## config.mk

```make
export PLATFORM = sky130hd
export DESIGN_NAME = nmea_sentence_checker_unit
export DESIGN_NICKNAME = d
export VERILOG_FILES = /design/src/rtl/nsc_pkg.sv /design/src/rtl/nsc_line_state.sv /design/src/rtl/nsc_verdict.sv /design/src/rtl/nmea_sentence_checker_unit.sv
export SDC_FILE = /design/constraint.sdc
export NUM_CORES = 1
export LEC_CHECK = 0
export BUFFER_PORTS_ARGS = -buffer_cell sky130_fd_sc_hd__buf_2
export CAP_MARGIN = 20
export CORE_MARGIN = 4
export CORE_UTILIZATION = 45
export DETAILED_ROUTE_END_ITERATION = 7
export SKIP_LAST_GASP = 1
export SLEW_MARGIN = 20
export SYNTH_ARGS = -nofsm -noshare
export SYNTH_HDL_FRONTEND = slang
export SYNTH_SLANG_ARGS = --single-unit
```

## constraint.sdc

```tcl
create_clock -name clk -period 2.86 [get_ports clk]
set_input_delay 0.286 -clock clk [delete_from_list [all_inputs] [get_ports clk]]
set_output_delay 0.286 -clock clk [all_outputs]
set_load 0.02 [all_outputs]
```

## src/rtl/nsc_pkg.sv

```systemverilog
// Shared types, codes and name tables for the NMEA sentence checker.
package nsc_pkg;

	localparam int NSC_MAX_LINE = 255;

	localparam logic [7:0] CHAR_LF     = 8'h0A;
	localparam logic [7:0] CHAR_STAR   = 8'h2A;
	localparam logic [7:0] CHAR_DOLLAR = 8'h24;

	localparam int NUM_TALKERS = 5;
	localparam int NUM_KINDS   = 12;
	localparam logic [3:0] KIND_UNSUPPORTED = 4'd12;

	typedef enum logic [2:0] {
		ST_OK        = 3'd0,
		ST_SHORT     = 3'd1,
		ST_NO_STAR   = 3'd2,
		ST_CSUM_BAD  = 3'd3,
		ST_NO_DOLLAR = 3'd4,
		ST_BAD_TALK  = 3'd5,
		ST_OVERFLOW  = 3'd6
	} status_t;

	// GP GL GA GB GN
	localparam logic [NUM_TALKERS-1:0][15:0] TALKER_NAMES = {
		16'h474E, 16'h4742, 16'h4741, 16'h474C, 16'h4750
	};

	// GBS GGA GLL GNS GRS GSA GST GSV RMC TXT VLW VTG (entry 0 rightmost)
	localparam logic [NUM_KINDS-1:0][23:0] KIND_NAMES = {
		24'h565447, 24'h564C57, 24'h545854, 24'h524D43,
		24'h475356, 24'h475354, 24'h475341, 24'h475253,
		24'h474E53, 24'h474C4C, 24'h474741, 24'h474253
	};

	typedef struct packed {
		logic [7:0]      count;
		logic [7:0]      xsum;
		logic [5:0][7:0] header;
		logic [4:0][7:0] recent;
		logic            overflowed;
	} line_state_t;

	typedef struct packed {
		status_t    status;
		logic [2:0] talker;
		logic [3:0] kind;
		logic [7:0] len;
	} verdict_t;

	// Non-hex characters count as zero.
	function automatic logic [3:0] hex_value(input logic [7:0] c);
		logic [3:0] v;
		v = 4'd0;
		if (c >= 8'h30 && c <= 8'h39) v = c[3:0];
		else if ((c >= 8'h41 && c <= 8'h46) || (c >= 8'h61 && c <= 8'h66))
			v = c[3:0] + 4'd9;
		return v;
	endfunction

endpackage

```

## src/rtl/nsc_line_state.sv

```systemverilog
// Per-line accumulator: byte count, running XOR, header and recent-byte shift line.
module nsc_line_state import nsc_pkg::*; #(
	parameter int MAX_LINE = NSC_MAX_LINE
) (
	input  logic        clk,
	input  logic        arst_n,
	input  logic        take,
	input  logic [7:0]  rx_byte,
	output line_state_t line
);

	line_state_t line_q;
	logic [8:0]  count_inc;

	assign count_inc = {1'b0, line_q.count} + 9'd1;
	assign line = line_q;

	always_ff @(posedge clk or negedge arst_n) begin
		if (!arst_n) begin
			line_q <= '0;
		end else if (take) begin
			if (rx_byte == CHAR_LF) begin
				line_q <= '0;
			end else begin
				for (int i = 0; i < 6; i++) begin
					if (line_q.count == 8'(i)) line_q.header[i] <= rx_byte;
				end
				if (line_q.count != 8'd0) line_q.xsum <= line_q.xsum ^ rx_byte;
				if (count_inc > 9'(MAX_LINE)) line_q.overflowed <= 1'b1;
				if (line_q.count != 8'hFF) line_q.count <= count_inc[7:0];
				line_q.recent <= {line_q.recent[3:0], rx_byte};
			end
		end
	end

endmodule

```

## src/rtl/nsc_verdict.sv

```systemverilog
// Line classification: overflow, length, star, checksum, dollar, talker and type.
module nsc_verdict import nsc_pkg::*; #(
	parameter int MAX_LINE = NSC_MAX_LINE
) (
	input  line_state_t line,
	output verdict_t    verdict
);

	always_comb begin
		logic [8:0] len_full;
		logic [7:0] x;
		logic [7:0] sum;
		logic       tk_hit;
		logic [2:0] tk;
		logic [3:0] kd;

		len_full = {1'b0, line.count} + 9'd1;
		x = line.xsum ^ line.recent[0] ^ line.recent[1] ^ line.recent[2] ^ line.recent[3];
		sum = {hex_value(line.recent[2]), hex_value(line.recent[1])};

		tk_hit = 1'b0;
		tk = 3'd0;
		for (int i = NUM_TALKERS - 1; i >= 0; i--) begin
			if ({line.header[1], line.header[2]} == TALKER_NAMES[i]) begin
				tk_hit = 1'b1;
				tk = 3'(i);
			end
		end

		kd = KIND_UNSUPPORTED;
		for (int i = NUM_KINDS - 1; i >= 0; i--) begin
			if ({line.header[3], line.header[4], line.header[5]} == KIND_NAMES[i])
				kd = 4'(i);
		end

		verdict.len    = len_full[8] ? 8'hFF : len_full[7:0];
		verdict.talker = 3'd0;
		verdict.kind   = 4'd0;
		if (line.overflowed || len_full > 9'(MAX_LINE))
			verdict.status = ST_OVERFLOW;
		else if (len_full < 9'd6)
			verdict.status = ST_SHORT;
		else if (line.recent[3] != CHAR_STAR)
			verdict.status = ST_NO_STAR;
		else if (sum != x)
			verdict.status = ST_CSUM_BAD;
		else if (line.header[0] != CHAR_DOLLAR)
			verdict.status = ST_NO_DOLLAR;
		else if (!tk_hit)
			verdict.status = ST_BAD_TALK;
		else begin
			verdict.status = ST_OK;
			verdict.talker = tk;
			verdict.kind   = kd;
		end
	end

endmodule

```

## src/rtl/nmea_sentence_checker_unit.sv

```systemverilog
// Top level: NMEA 0183 line splitter and checksum checker with a registered verdict.
// The verdict for a line is registered and valid in the cycle after its LF transaction.
// Throughput: one byte per cycle while the verdict sink keeps up; the line state updates on every accepted byte.
// Any byte, LF or not, waits while an unread verdict is held and out_ready is low.
// Reset (arst_n low, asynchronous) clears the line state and drops out_valid.
module nmea_sentence_checker_unit import nsc_pkg::*; #(
	parameter int MAX_LINE = NSC_MAX_LINE
) (
	input  logic       clk,
	input  logic       arst_n,
	input  logic       in_valid,
	output logic       in_ready,
	input  logic [7:0] rx_byte,
	output logic       out_valid,
	input  logic       out_ready,
	output logic [2:0] status,
	output logic [2:0] talker,
	output logic [3:0] sentence_kind,
	output logic [7:0] line_length
);

	line_state_t line;
	verdict_t    verdict;
	verdict_t    verdict_q;
	logic        out_valid_q;
	logic        take;
	logic        is_lf;

	// Only an LF needs the result slot, but holding every byte while a
	// verdict is stalled keeps the ready term simple and still allows a
	// byte every cycle while the sink keeps up.
	assign in_ready = !out_valid_q || out_ready;
	assign take     = in_valid && in_ready;
	assign is_lf    = rx_byte == CHAR_LF;

	// Accumulates the current line; cleared by the LF that ends it.
	nsc_line_state #(.MAX_LINE(MAX_LINE)) u_line (
		.clk     (clk),
		.arst_n  (arst_n),
		.take    (take),
		.rx_byte (rx_byte),
		.line    (line)
	);

	// Verdict is formed from the state before the LF is folded in.
	nsc_verdict #(.MAX_LINE(MAX_LINE)) u_verdict (
		.line    (line),
		.verdict (verdict)
	);

	// Result register: loaded on an LF transaction, released on output transaction.
	always_ff @(posedge clk or negedge arst_n) begin
		if (!arst_n) begin
			out_valid_q <= 1'b0;
		end else if (take && is_lf) begin
			out_valid_q <= 1'b1;
		end else if (out_ready) begin
			out_valid_q <= 1'b0;
		end
	end

	always_ff @(posedge clk) begin
		if (take && is_lf) verdict_q <= verdict;
	end

	assign out_valid     = out_valid_q;
	assign status        = verdict_q.status;
	assign talker        = verdict_q.talker;
	assign sentence_kind = verdict_q.kind;
	assign line_length   = verdict_q.len;

	// An LF transaction always yields a verdict and restarts the line.
	a_lf_result: assert property (@(posedge clk) disable iff (!arst_n)
		take && is_lf |=> out_valid && line.count == 8'd0)
		else $error("LF transaction did not produce a verdict or clear the line");

	// A passing line is at least a minimal sentence.
	a_ok_len: assert property (@(posedge clk) disable iff (!arst_n)
		out_valid && status == ST_OK |-> line_length >= 8'd6)
		else $error("OK verdict on a line shorter than six bytes");

	// Codes are zero unless the line passed.
	a_codes_zero: assert property (@(posedge clk) disable iff (!arst_n)
		out_valid && status != ST_OK |-> talker == 3'd0 && sentence_kind == 4'd0)
		else $error("talker or kind set on a rejected line");

	// A non-LF transaction never creates a verdict by itself.
	a_no_spurious: assert property (@(posedge clk) disable iff (!arst_n)
		!out_valid && !(take && is_lf) |=> !out_valid)
		else $error("verdict appeared without an LF");

endmodule
```

### Word level (Yosys, flattened, before mapping)

Cells that the tools add are included.

* add/subtract/negate cells: 3
* $mul: 0
* div/mod/pow operators: 0
* $lt $le $gt $ge: 14
* equality and inequality tests: 27
* shift-type cells: 0
* mux-type cells: 41
* bitwise operators: 6
* reduce and logical (&&, ||, !) cells: 41

Operator list (number)
* == test 24 x 23 -> 1 bit, second input constant: 12
* two-way mux 105 bit: 1
* == test 16 x 15 -> 1 bit, second input constant: 5
* two-way mux 8 bit: 8
* two-way mux 3 bit: 14
* bitwise XOR 8 bit: 5
* greater-or-equal comparator 8 x 7 -> 1 bit, second input constant: 4
* <= comparator 8 x 7 -> 1 bit, second input constant: 4
* nonzero test 2 bit: 10
* OR reduction 10 bit: 2
* AND reduction 2 bit: 9
* == test 8 x 2 -> 1 bit, second input constant: 2
* == test 8 x 3 -> 1 bit, second input constant: 2
* greater-or-equal comparator 8 x 6 -> 1 bit, second input constant: 2
* <= comparator 8 x 6 -> 1 bit, second input constant: 2
* two-way mux 4 bit: 4
* != test 8 x 6 -> 1 bit, second input constant: 2
* OR reduction 8 bit: 2
* OR reduction 14 bit: 1
* OR reduction 7 bit: 2
* two-way mux 1 bit: 10
* adder 8 x 1 -> 9 bit, second input constant: 1
* > comparator 9 x 8 -> 1 bit, second input constant: 1
* less-than comparator 9 x 3 -> 1 bit, second input constant: 1
* 12 further kinds: 26

* flip-flop bits (word level): 116
* latch bits: 0
* memory bits (writable): 0
* ROM bits: 0
* memories kept: 0

### Longest topological paths before layout

Gate-level depths: netlist of the first run.

* depth after elaboration: 12
* depth in mapped cells: 10

### Modules after synthesis

A second synthesis of the first run with hierarchy kept.

* cell total of the unflattened synthesis: 632
* area, all modules: 6751.5 um2

Modules (own cells, without submodules)
* nsc_line_state: instances 1, cells an instance 366, area an instance 4443.0 um2
* nsc_verdict: instances 1, cells an instance 240, area an instance 1681.6 um2
* nmea_sentence_checker_unit: instances 1, cells an instance 26, area an instance 626.9 um2

### Least setup slack after synthesis of the first run

Ideal clock, no wire load.

* path type: register to register
* from: reg u_line.line_q (netlist bit u_line.line[97])
* to: reg verdict_q (netlist bit talker[0]) (data pin)
* library setup time: 256 ps
* arrival time: 2397 ps
* data required time: 2604 ps
* path slack: 207 ps
* stages on the path, launching flop included: 10
* path buffers: 1
* clock period less this slack: 2653 ps
* cell sequence: dfrtp_1 > ha_1 > clkbuf_1 > nand2_1 > or4_1 > o21a_1 > or4b_1 > nand2_2 > nor3b_1 > and4_1

* longest elaborated chain between the ends: 4
* elaborated cells between the ends (all ways): 5

Ends and longest elaborated chain
* start: declaration: line nsc_line_state.sv:12 `line_state_t line_q;`
* adder 8 x 1 -> 9 bit (*): line nsc_verdict.sv:17 `len_full = {1'b0, line.count} + 9'd1;`
* > comparator 9 x 8 -> 1 bit: line nsc_verdict.sv:39 `if (line.overflowed || len_full > 9'(MAX_LINE))`
* logical OR 1 bit: line nsc_verdict.sv:39
* OR reduction 7 bit (no line) (*)
* end signal: assignment: line nmea_sentence_checker_unit.sv:63 `if (take && is_lf) verdict_q <= verdict;`
* end: declaration: line nmea_sentence_checker_unit.sv:24 `verdict_t verdict_q;`

Every way passes the cells marked *; elsewhere a longest branch is shown, timed or not.
A chain may end at the register's enable or synchronous reset.

### Worst setup path in the final report of the first run

* from: reg u_line.line_q (netlist bit u_line.line[20])
* to: reg verdict_q (netlist bit sentence_kind[0]) (data pin)

* longest elaborated chain between the ends: 7
* elaborated cells between the ends (all ways): 17

Ends and longest elaborated chain
* greater-or-equal comparator 8 x 7 -> 1 bit / <= comparator 8 x 7 -> 1 bit (equally long branches): line nsc_pkg.sv:56 `else if ((c >= 8'h41 && c <= 8'h46) || (c >= 8'h61 && c <= 8'h66))`
* logical AND 1 bit: line nsc_pkg.sv:56
* logical OR 1 bit: line nsc_pkg.sv:56
* two-way mux 4 bit: line nsc_pkg.sv:56
* two-way mux 4 bit: line nsc_pkg.sv:55 `if (c >= 8'h30 && c <= 8'h39) v = c[3:0];`
* != test 8 bit (*): line nsc_verdict.sv:45 `else if (sum != x)`
* OR reduction 7 bit (no line) (*)

Marks and branches as above.

==> results.ini, run 1 <==
[drt]
post-route-drc-count = 0
via_per_inst = 5.59
wl_per_cell_um = 17.7
wl_um = 14800
vias = 4673
drt_iter0_drc = 376
drt_first_pass_iters = 5
antenna_left = 0

[timing]
period_share = 0.976
min_period_ns = 2.79
hold_viol = 0
clock.fmax_ghz = 0.358
rsz0062_at_grt = yes
drv_slew = 0
finalSetupTns_ns = 0
tightest_slew_ns = 0.771
skew_ns = 0.00765
setup_viol = 0
relSlewSlack = 0.479

[run]
maxCapViolations = 0

[worst_setup_path]
setup.worst_path.end_class = flop
r2r_slack_ns = 0.07
reg2reg_from = u_line.line[20]
reg2regPathDepth = 7
critical_path.startpoint = u_line.line[20]
worstSetupEndpoint = sentence_kind[0]
crit_type = reg2reg
arrival_ns = 3.01
crit_chain = or4b_1, a311oi_1, o32ai_1, xnor2_1, nor3_1, nand4_2, nor4_1
slowest_delay_ns = 0.58
rr_endpoint = sentence_kind[0]
critPathLaunchType = flop
crit_slowest_cell = or4b_1
crit_required_ns = 3.08
cp_max_fo = 5

[floorplan]
die_h_um = 124
dieArea_sq_um = 15400
die_w_um = 124
core-area_sq_um = 13200
pin_count = 32
start_util = 0.459
num_rows = 42

[pwr]
p_per_area_nw_per_um2 = 931
p_leak_nw = 3.12
ir_drop_v = 0.000487

[finish]
synthToLayoutAreaGrowth_pct = 17.6
fill_cells = 1240
stdcell_area_sq_um = 7160
fin_nets = 671
drive_above_1_share = 0.200
antennaDiodeCount = 0

[yosys]
yosysWarningCount = 0
synth_seq_area_share = 0.492
syn_area_per_cell_sq_um = 10.2
yosys.area.top_type = dfrtp_1
async_flop_share = 0.845
synth_edf_count = 18
netlist_area_sq_um = 6080
synth_ff_type = dfrtp_1
ys_top_cells_by_area = dfrtp_1 (40%), edfxtp_1 (8.9%), nand2_1 (7.0%)
syn_nets = 622
syn-instance-count = 599
yosys.area.top_type_share = 0.403
synth_seq_cells = 116
synthDistinctLibCells = 62

[clocking]
root_buffer = clkbuf_16
cts_buffer_depth = 2
clock-sinks = 116
cts_buffers = 17
worstSkewPairLatency_ns = 0.42
clk_pin_slew_ns = 0.05
cts_tree = done
postCtsSetupBuffers = 0
htree_levels = 4

[placement]
place_area_sq_um = 6550
globalplace.congestion = 0.877
portBuffers = 31
dp_hpwl_um = 10400

[hold_path]
hold_class = in2reg
min_path_cells = 3

[grt]
grt_overflow_total = 0
first_global_vias = 4524
globalRouteTotalUtil = 0.201
antenna_found_initial = 0
grt_max_degree = 51
grt_pass1_wl_um = 24500

[outcome]
status = finished, final reports clean

==> cells by family (layout without fill, tap and decap cells) <==
| group | Yosys count | after routing | synth area share |
|---|---|---|---|
| xor gates and xnor gates | 51 | 51 | 0.0780 |
| AOI/OAI and AO/OA | 86 | 86 | 0.0950 |
| adders and majority gates | 11 | 11 | 0.0226 |
| and+or+nand+nor | 259 | 259 | 0.220 |
| muxes | 37 | 37 | 0.0683 |
| buffers and inverters | 39 | 100 | 0.0245 |
| DFF | 116 | 116 | 0.492 |
==> worst max-delay path, delay by kind of cell (launching register included) <==
family | cells | cell delay [ns]
AND/OR/NAND/NOR | 4 | 1.48
XOR/XNOR | 1 | 0.19
AO/OA/AOI/OAI | 2 | 0.50
flip-flops | 1 | 0.43
==> repair_timing <==
| action | CTS | global route |
|---|---|---|
| hold buffers | 1 | 0 |
| setup endpoints to repair | 0 | 4 |
| hold endpoints to repair | 47 | 0 |
| resized for setup | 0 | 1 |
==> cells in the mapped netlist, types with 3 or more instances <==
master / n
nand2_1: 114
dfrtp_1: 98
mux2_2: 36
nand3_1: 35
xnor2_1: 32
nor2_1: 30
o21ai_0: 29
clkbuf_1: 22
edfxtp_1: 18
xor2_1: 17
a21oi_1: 15
inv_1: 14
ha_1: 11
nor3_1: 7
nor4b_1: 7
and4_1: 6
nand4_1: 6
nor4_1: 6
a22o_1: 5
and3_1: 5
nand2b_1: 5
o21a_1: 5
a21o_1: 4
and2_1: 4
nand3b_1: 4
nor3b_1: 4
nor4bb_1: 4
o31ai_1: 4
or4_1: 4
o21ba_2: 3
o22ai_1: 3
o32ai_1: 3
or4b_1: 3
==> area by class of cell <==
| cell class | count | area [sq um] | area share |
|---|---|---|---|
| Clock buffer | 23 | 488 | 0.0682 |
| Clock inverter | 8 | 97.6 | 0.0136 |
| Inverter | 14 | 52.6 | 0.00734 |
| Multi-Input combinational cell | 444 | 2950 | 0.412 |
| Sequential cell | 116 | 2990 | 0.418 |
| Tap cell | 176 | 220 | 0.0308 |
| Timing Repair Buffer | 55 | 353 | 0.0493 |
==> worst min path at each step <==
stage	from	endpoint	slack [ns]
floorplan	arst_n	out_valid	-0.01
global placement	arst_n	u_line.line[97]	0.36
detailed placement	arst_n	u_line.line[97]	0.37
CTS	rx_byte[7]	u_line.line[8]	0.20
global route	rx_byte[6]	u_line.line[7]	0.21
finish	rx_byte[7]	u_line.line[8]	0.21
==> flip-flops by register name, indices dropped and copies added (netlist names) <==
signal	flops
u_line.line	97
sentence_kind	4
status	3
talker	3
out_valid	1
line_length	8
==> where the power goes <==
part	internal (W)	switching (W)
combinational	0.000971	0.000976
sequential	0.00218	0.000441
clock	0.00137	0.000731
==> routing by layer <==
layer | up-vias | GRT usage | routed length, um | part of all wire
met1 | 2324 | 0.295 | 7470 | 0.50
met2 | 107 | 0.282 | 6470 | 0.44
met5 | - | 0 | 0 | 0
li1 | 2224 | - | - | -
met3 | 18 | 0.0566 | 627 | 0.042
met4 | 0 | 0.0722 | 255 | 0.017
==> through the flow <==
| stage | worst slack, ns | hold slack (ns) | power (W) | instances | utilization |
|---|---|---|---|---|---|
| finish | 0.0693 | 0.206 | 0.00666 | 836 | 0.540 |
| global route | -0.0360 | 0.212 | 0.00708 | 836 | 0.540 |
| CTS | 0.0652 | 0.197 | 0.00668 | 836 | 0.540 |
| detailed placement | 0.106 | 0.367 | 0.00455 | 804 | 0.495 |
| global placement | 0.225 | 0.360 | 0.00450 | 804 | 0.495 |
| floorplan | 0.207 | -0.00959 | 0.00400 | 599 | - |
==> layout by cell type (no fill, tap or decap), types with 18 or more instances in the layout <==
cell / synthesis / final
mux2_2: 36 / 36
nand2_1: 114 / 114
edfxtp_1: 18 / 18
nor2_1: 30 / 29
dfrtp_1: 98 / 98
o21ai_0: 29 / 29
xnor2_1: 32 / 32
buf_2: 2 / 30
buf_4: 0 / 23
nand3_1: 35 / 35
No activity file was read; power rests on OpenSTA's default activity.
==> run 2, diff against run 1 <==
--- a/config.mk
+++ b/config.mk
@@ -5,9 +5,10 @@
 export SDC_FILE = /design/constraint.sdc
 export NUM_CORES = 1
 export LEC_CHECK = 0
+export ABC_AREA = 1
 export BUFFER_PORTS_ARGS = -buffer_cell sky130_fd_sc_hd__buf_2
 export CAP_MARGIN = 20
-export CORE_MARGIN = 4
+export CORE_MARGIN = 2
 export CORE_UTILIZATION = 45
 export DETAILED_ROUTE_END_ITERATION = 7
 export SKIP_LAST_GASP = 1
==> results.ini, run 2 <==
[outcome]
status = finished, final reports clean

[placement]
portBuffers = 31
dp_hpwl_um = 12400
pre_cts_ws_ns = 0.433
globalplace.congestion = 0.860

[clocking]
cts_tree = done
clock-sinks = 116
root_buffer = clkbuf_16
cts_buffers = 17
cts_buffer_depth = 2
worstSkewPairLatency_ns = 0.42
htree_levels = 4
clk_pin_slew_ns = 0.05
postCtsSetupBuffers = 0

[worst_setup_path]
cp_common_cell = nand2_1
crit_type = reg2reg
slowest_delay_ns = 0.50
crit_slowest_cell = dfrtp_1
setup.worst_path.end_class = flop
cp_max_fo = 8
critPathLaunchType = flop
crit_required_ns = 3.03
crit_chain = inv_1, ha_1, inv_1, nand3_1, nand3_1, nor2_2, nand3_1, nand2_1, nand2_1, nand2_1, nand2_1, nor2_4, nand2_1, o21ai_0, nand2_1
arrival_ns = 2.61

[yosys]
syn_area_per_cell_sq_um = 7.84
synth_seq_cells = 116
yosys.area.top_type = dfrtp_1
yosys.area.top_type_share = 0.373
async_flop_share = 0.845
netlist_area_sq_um = 6580
synth_edf_count = 18
yosysWarningCount = 0
syn-instance-count = 839
synth_ff_type = dfrtp_1
synth_seq_area_share = 0.455
yosys-top-cells-count = nand2_1 (212), inv_1 (115), dfrtp_1 (98), nand3_1 (86), o21ai_0 (55)
synth_most_common_cell = nand2_1
synthDistinctLibCells = 48
syn_nets = 862
ys_top_cells_by_area = dfrtp_1 (37%), nand2_1 (12%), edfxtp_1 (8.2%)

[grt]
antenna_found_initial = 0
grt_pass1_wl_um = 28300
grt_overflow_total = 0
globalRouteTotalUtil = 0.228
first_global_vias = 5479
grt_max_degree = 45

[pwr]
p_leak_nw = 3.71
total_power_w = 0.00662
p_per_area_nw_per_um2 = 875
ir_drop_v = 0.000515

[timing]
skew_ns = 0.00622
setup_slack_ns = 0.419
hold_viol = 0
finalSetupTns_ns = 0
rsz0062_at_grt = no
clock.fmax_ghz = 0.410
period_share = 0.853
fin_hold_ws_ns = 0.160
relSlewSlack = 0.404
setup_viol = 0
drv_slew = 0
min_period_ns = 2.44
tightest_slew_ns = 0.890

[drt]
via_per_inst = 5.27
antenna_left = 0
post-route-drc-count = 0
vias = 5670
drt_first_pass_iters = 5
wl_per_cell_um = 15.6
wl_um = 16800
drt_iter0_drc = 546

[floorplan]
num_rows = 44
die_h_um = 125
pin_count = 32
dieArea_sq_um = 15600
start_util = 0.456
core-area_sq_um = 14400
die_w_um = 125

[finish]
fill_cells = 1383
fin_util = 0.524
drive_above_1_share = 0.132
antennaDiodeCount = 0
synthToLayoutAreaGrowth_pct = 15.0
fin_nets = 901
largest_reg_flops = 97
final_common_cell = nand2_1
most-common-layout-cells = nand2_1 (212), inv_1 (115), dfrtp_1 (98)

[run]
maxCapViolations = 0

[hold_path]
hold_class = in2reg

==> run 2: changes by cell type after synthesis, moves of 10 or more <==
cell,previous run,this run
nor2_1,30,49
nand4_1,6,17
inv_2,0,10
inv_1,14,115
o21ai_0,29,55
xnor2_1,32,5
nand3_1,35,86
nor3_1,7,17
mux2_2,36,0
nand2_1,114,212
o21ai_1,2,15
clkbuf_1,22,10
==> run 2: where the power goes <==
group          total (W)  switching, W  internal, W
sequential       0.00260      0.000428      0.00217
clock            0.00222      0.000740      0.00148
combinational    0.00180       0.00117     0.000629
total            0.00662       0.00234      0.00428
==> run 2: timing repair <==
item	CTS	global route
resized for setup	0	0
hold endpoints to repair	32	0
hold buffers	1	0
==> run 2: critical path, delay by kind of cell (launching register included) <==
family / cells / cell delay (ns)
and+or+nand+nor: 11 / 1.08
AOI/OAI and AO/OA: 1 / 0.15
adders and majority gates: 1 / 0.22
buffers and inverters: 2 / 0.23
DFF: 1 / 0.50
==> run 2: final timing paths <==
| path | from | cells after the start | slack [ns] | endpoint |
|---|---|---|---|---|
| worst max-delay path | u_line.line[10] | 15 | 0.42 | status[0] |
| worst min-delay path | rx_byte[4] | 3 | 0.16 | u_line.line[93] |
| worst max register to register | u_line.line[10] | 15 | 0.42 | status[0] |
| worst min register to register | u_line.line[53] | 2 | 0.48 | u_line.line[53] |
| max in group asynchronous | arst_n | 3 | 1.78 | u_line.line[3] |
| min in group asynchronous | arst_n | 2 | 0.37 | u_line.line[102] |
==> run 2: kinds of logic after synthesis <==
logic type                 after synthesis  synth area share
DFF                                    116             0.455
adders and majority gates               11            0.0209
and+or+nand+nor                        435             0.318
AOI/OAI and AO/OA                      117            0.0999
buffers and inverters                  147            0.0890
xor gates and xnor gates                13            0.0173
==> run 2: final cells by class <==
| cell class | count | area [sq um] | area share |
|---|---|---|---|
| inverters | 128 | 485 | 0.0642 |
| clock inverters | 9 | 123 | 0.0162 |
| repair buffers | 39 | 233 | 0.0308 |
| well taps | 184 | 230 | 0.0304 |
| clock buffers | 23 | 499 | 0.0660 |
| multi-input cells | 576 | 3000 | 0.396 |
| flip-flops and latches | 116 | 2990 | 0.396 |
==> run 2: per-layer routing <==
| layer | track usage | part of all wire | up-vias |
|---|---|---|---|
| met5 | 0 | 0 | - |
| met4 | 0.0922 | 0.021 | 0 |
| met3 | 0.0438 | 0.037 | 29 |
| met2 | 0.363 | 0.47 | 125 |
| met1 | 0.309 | 0.47 | 2683 |
| li1 | - | - | 2833 |
==> run 2: stage by stage <==
step                cells  instance area [sq um]
floorplan             839                   6580
global placement     1042                   6930
detailed placement   1042                   6930
CTS                  1075                   7560
global route         1075                   7560
finish               1075                   7560
==> run 3, diff against run 2 <==
--- a/config.mk
+++ b/config.mk
@@ -5,12 +5,12 @@
 export SDC_FILE = /design/constraint.sdc
 export NUM_CORES = 1
 export LEC_CHECK = 0
-export ABC_AREA = 1
 export BUFFER_PORTS_ARGS = -buffer_cell sky130_fd_sc_hd__buf_2
 export CAP_MARGIN = 20
 export CORE_MARGIN = 2
 export CORE_UTILIZATION = 45
 export DETAILED_ROUTE_END_ITERATION = 7
+export PLACE_DENSITY_LB_ADDON = 0.12
 export SKIP_LAST_GASP = 1
 export SLEW_MARGIN = 20
 export SYNTH_ARGS = -nofsm -noshare
==> results.ini, run 3 (synthesis gave the netlist of run 1 again) <==
[outcome]
status = finished, final reports clean

[floorplan]
die_w_um = 120
dieArea_sq_um = 14500
die_h_um = 120
start_util = 0.459
num_rows = 42
core-area_sq_um = 13200
pin_count = 32

[finish]
drive_above_1_share = 0.205
final_common_cell = nand2_1
fill_cells = 1210
most-common-layout-cells = nand2_1 (114), dfrtp_1 (98), mux2_2 (36)
largest_reg_flops = 97
instances_no_fill = 834
fin_nets = 668
synthToLayoutAreaGrowth_pct = 18.7
antennaDiodeCount = 0
fin_util = 0.545

[pwr]
p_leak_nw = 3.13
ir_drop_v = 0.000764
p_per_area_nw_per_um2 = 942
total_power_w = 0.00680

[drt]
drt_iter0_drc = 314
antenna_left = 0
via_per_inst = 5.51
wl_per_cell_um = 17.5
post-route-drc-count = 0
drt_first_pass_iters = 7
vias = 4592
wl_um = 14600

[placement]
dp_hpwl_um = 10400
dp_cells = 801
portBuffers = 31
pre_cts_ws_ns = 0.0684
globalplace.congestion = 0.858

[clocking]
htree_levels = 4
worstSkewPairLatency_ns = 0.42
clk_pin_slew_ns = 0.06
cts_buffers = 17
cts_tree = done
root_buffer = clkbuf_16
clock-sinks = 116
cts_buffer_depth = 2

[worst_setup_path]
critPathLaunchType = flop
setup.worst_path.end_class = flop
crit_type = reg2reg
reg2reg_from = u_line.line[16]
cp_max_fo = 5
crit_required_ns = 3.08
arrival_ns = 2.92
critical_path.startpoint = u_line.line[16]

[hold_path]
hold_start = rx_byte[7]
hold_class = in2reg

[run]
maxCapViolations = 0

[timing]
setup_viol = 0
min_period_ns = 2.70
hold_viol = 0
setup_slack_ns = 0.155
skew_ns = 0.0125
drv_slew = 0
relSlewSlack = 0.514
clock.fmax_ghz = 0.370
tightest_slew_ns = 0.719
fin_hold_ws_ns = 0.201
period_share = 0.946

[grt]
grt_max_degree = 62
first_global_vias = 4545
grt_overflow_total = 0
antenna_found_initial = 0
globalRouteTotalUtil = 0.216
grt_pass1_wl_um = 23900

==> run 3: cell types whose count changed in the layout (fill, tap and decap cells not counted), moves of 11 or more <==
cell / delta
buf_4: +12
inv_1: -101
mux2_2: +36
nand2_1: -98
nand3_1: -51
nand4_1: -11
nor2_1: -20
nor3_1: -11
o21ai_0: -26
o21ai_1: -13
xnor2_1: +27
==> run 3: worst max-delay path, stage by stage, from the launching register on <==
cell and delay [ns]:
dfrtp_1 0.42, or4b_1 0.60, a211oi_4 0.31, a32oi_1 0.17
xnor2_1 0.23, and4_1 0.27, nand4_4 0.16, nor4_1 0.33
==> run 3: area by class of cell <==
class	count	area, sq um	area share
clock inverter	9	110	0.0152
tap	176	220	0.0305
clock buffer	23	520	0.0721
sequential	116	2990	0.414
inverter	14	52.6	0.00728
timing repair buffer	52	343	0.0475
multi-input combinational	444	2980	0.413
==> run 3: power breakdown <==
part,internal (W),switching [W]
combinational,0.000970,0.000987
clock,0.00146,0.000759
sequential,0.00218,0.000451
==> run 3: stage by stage <==
stage / TNS [ns] / cell area, sq um
final: 0 / 7220
after global routing: -0.0399 / 7220
after CTS: 0 / 7180
after detailed placement: 0 / 6540
after global placement: 0 / 6540
after floorplan: 0 / 6080
==> run 3: timing repair <==
| item | CTS | global route |
|---|---|---|
| endpoints found under the hold margin | 37 | 0 |
| hold buffers | 1 | 0 |
| resized for setup | 0 | 6 |
| setup endpoints to repair | 0 | 5 |
| buffers inserted | 0 | 0 |
==> run 3: per-layer routing <==
layer  global-route usage  vias up  part of all wire
li1                     -     2229                 -
met1                0.316     2255              0.51
met2                0.317       87              0.44
met3               0.0519       21             0.036
met4               0.0669        0             0.015
met5                    0        -                 0
==> run 3: final timing paths <==
| check | endpoint | slack [ns] | cells past startpoint |
|---|---|---|---|
| worst min-delay path | u_line.line[8] | 0.20 | 3 |
| worst max register to register | sentence_kind[0] | 0.16 | 7 |
| worst max-delay path | sentence_kind[0] | 0.16 | 7 |
| max in group asynchronous | u_line.line[102] | 1.79 | 3 |
| min in group asynchronous | u_line.line[62] | 0.38 | 2 |
| worst min register to register | u_line.line[55] | 0.50 | 1 |
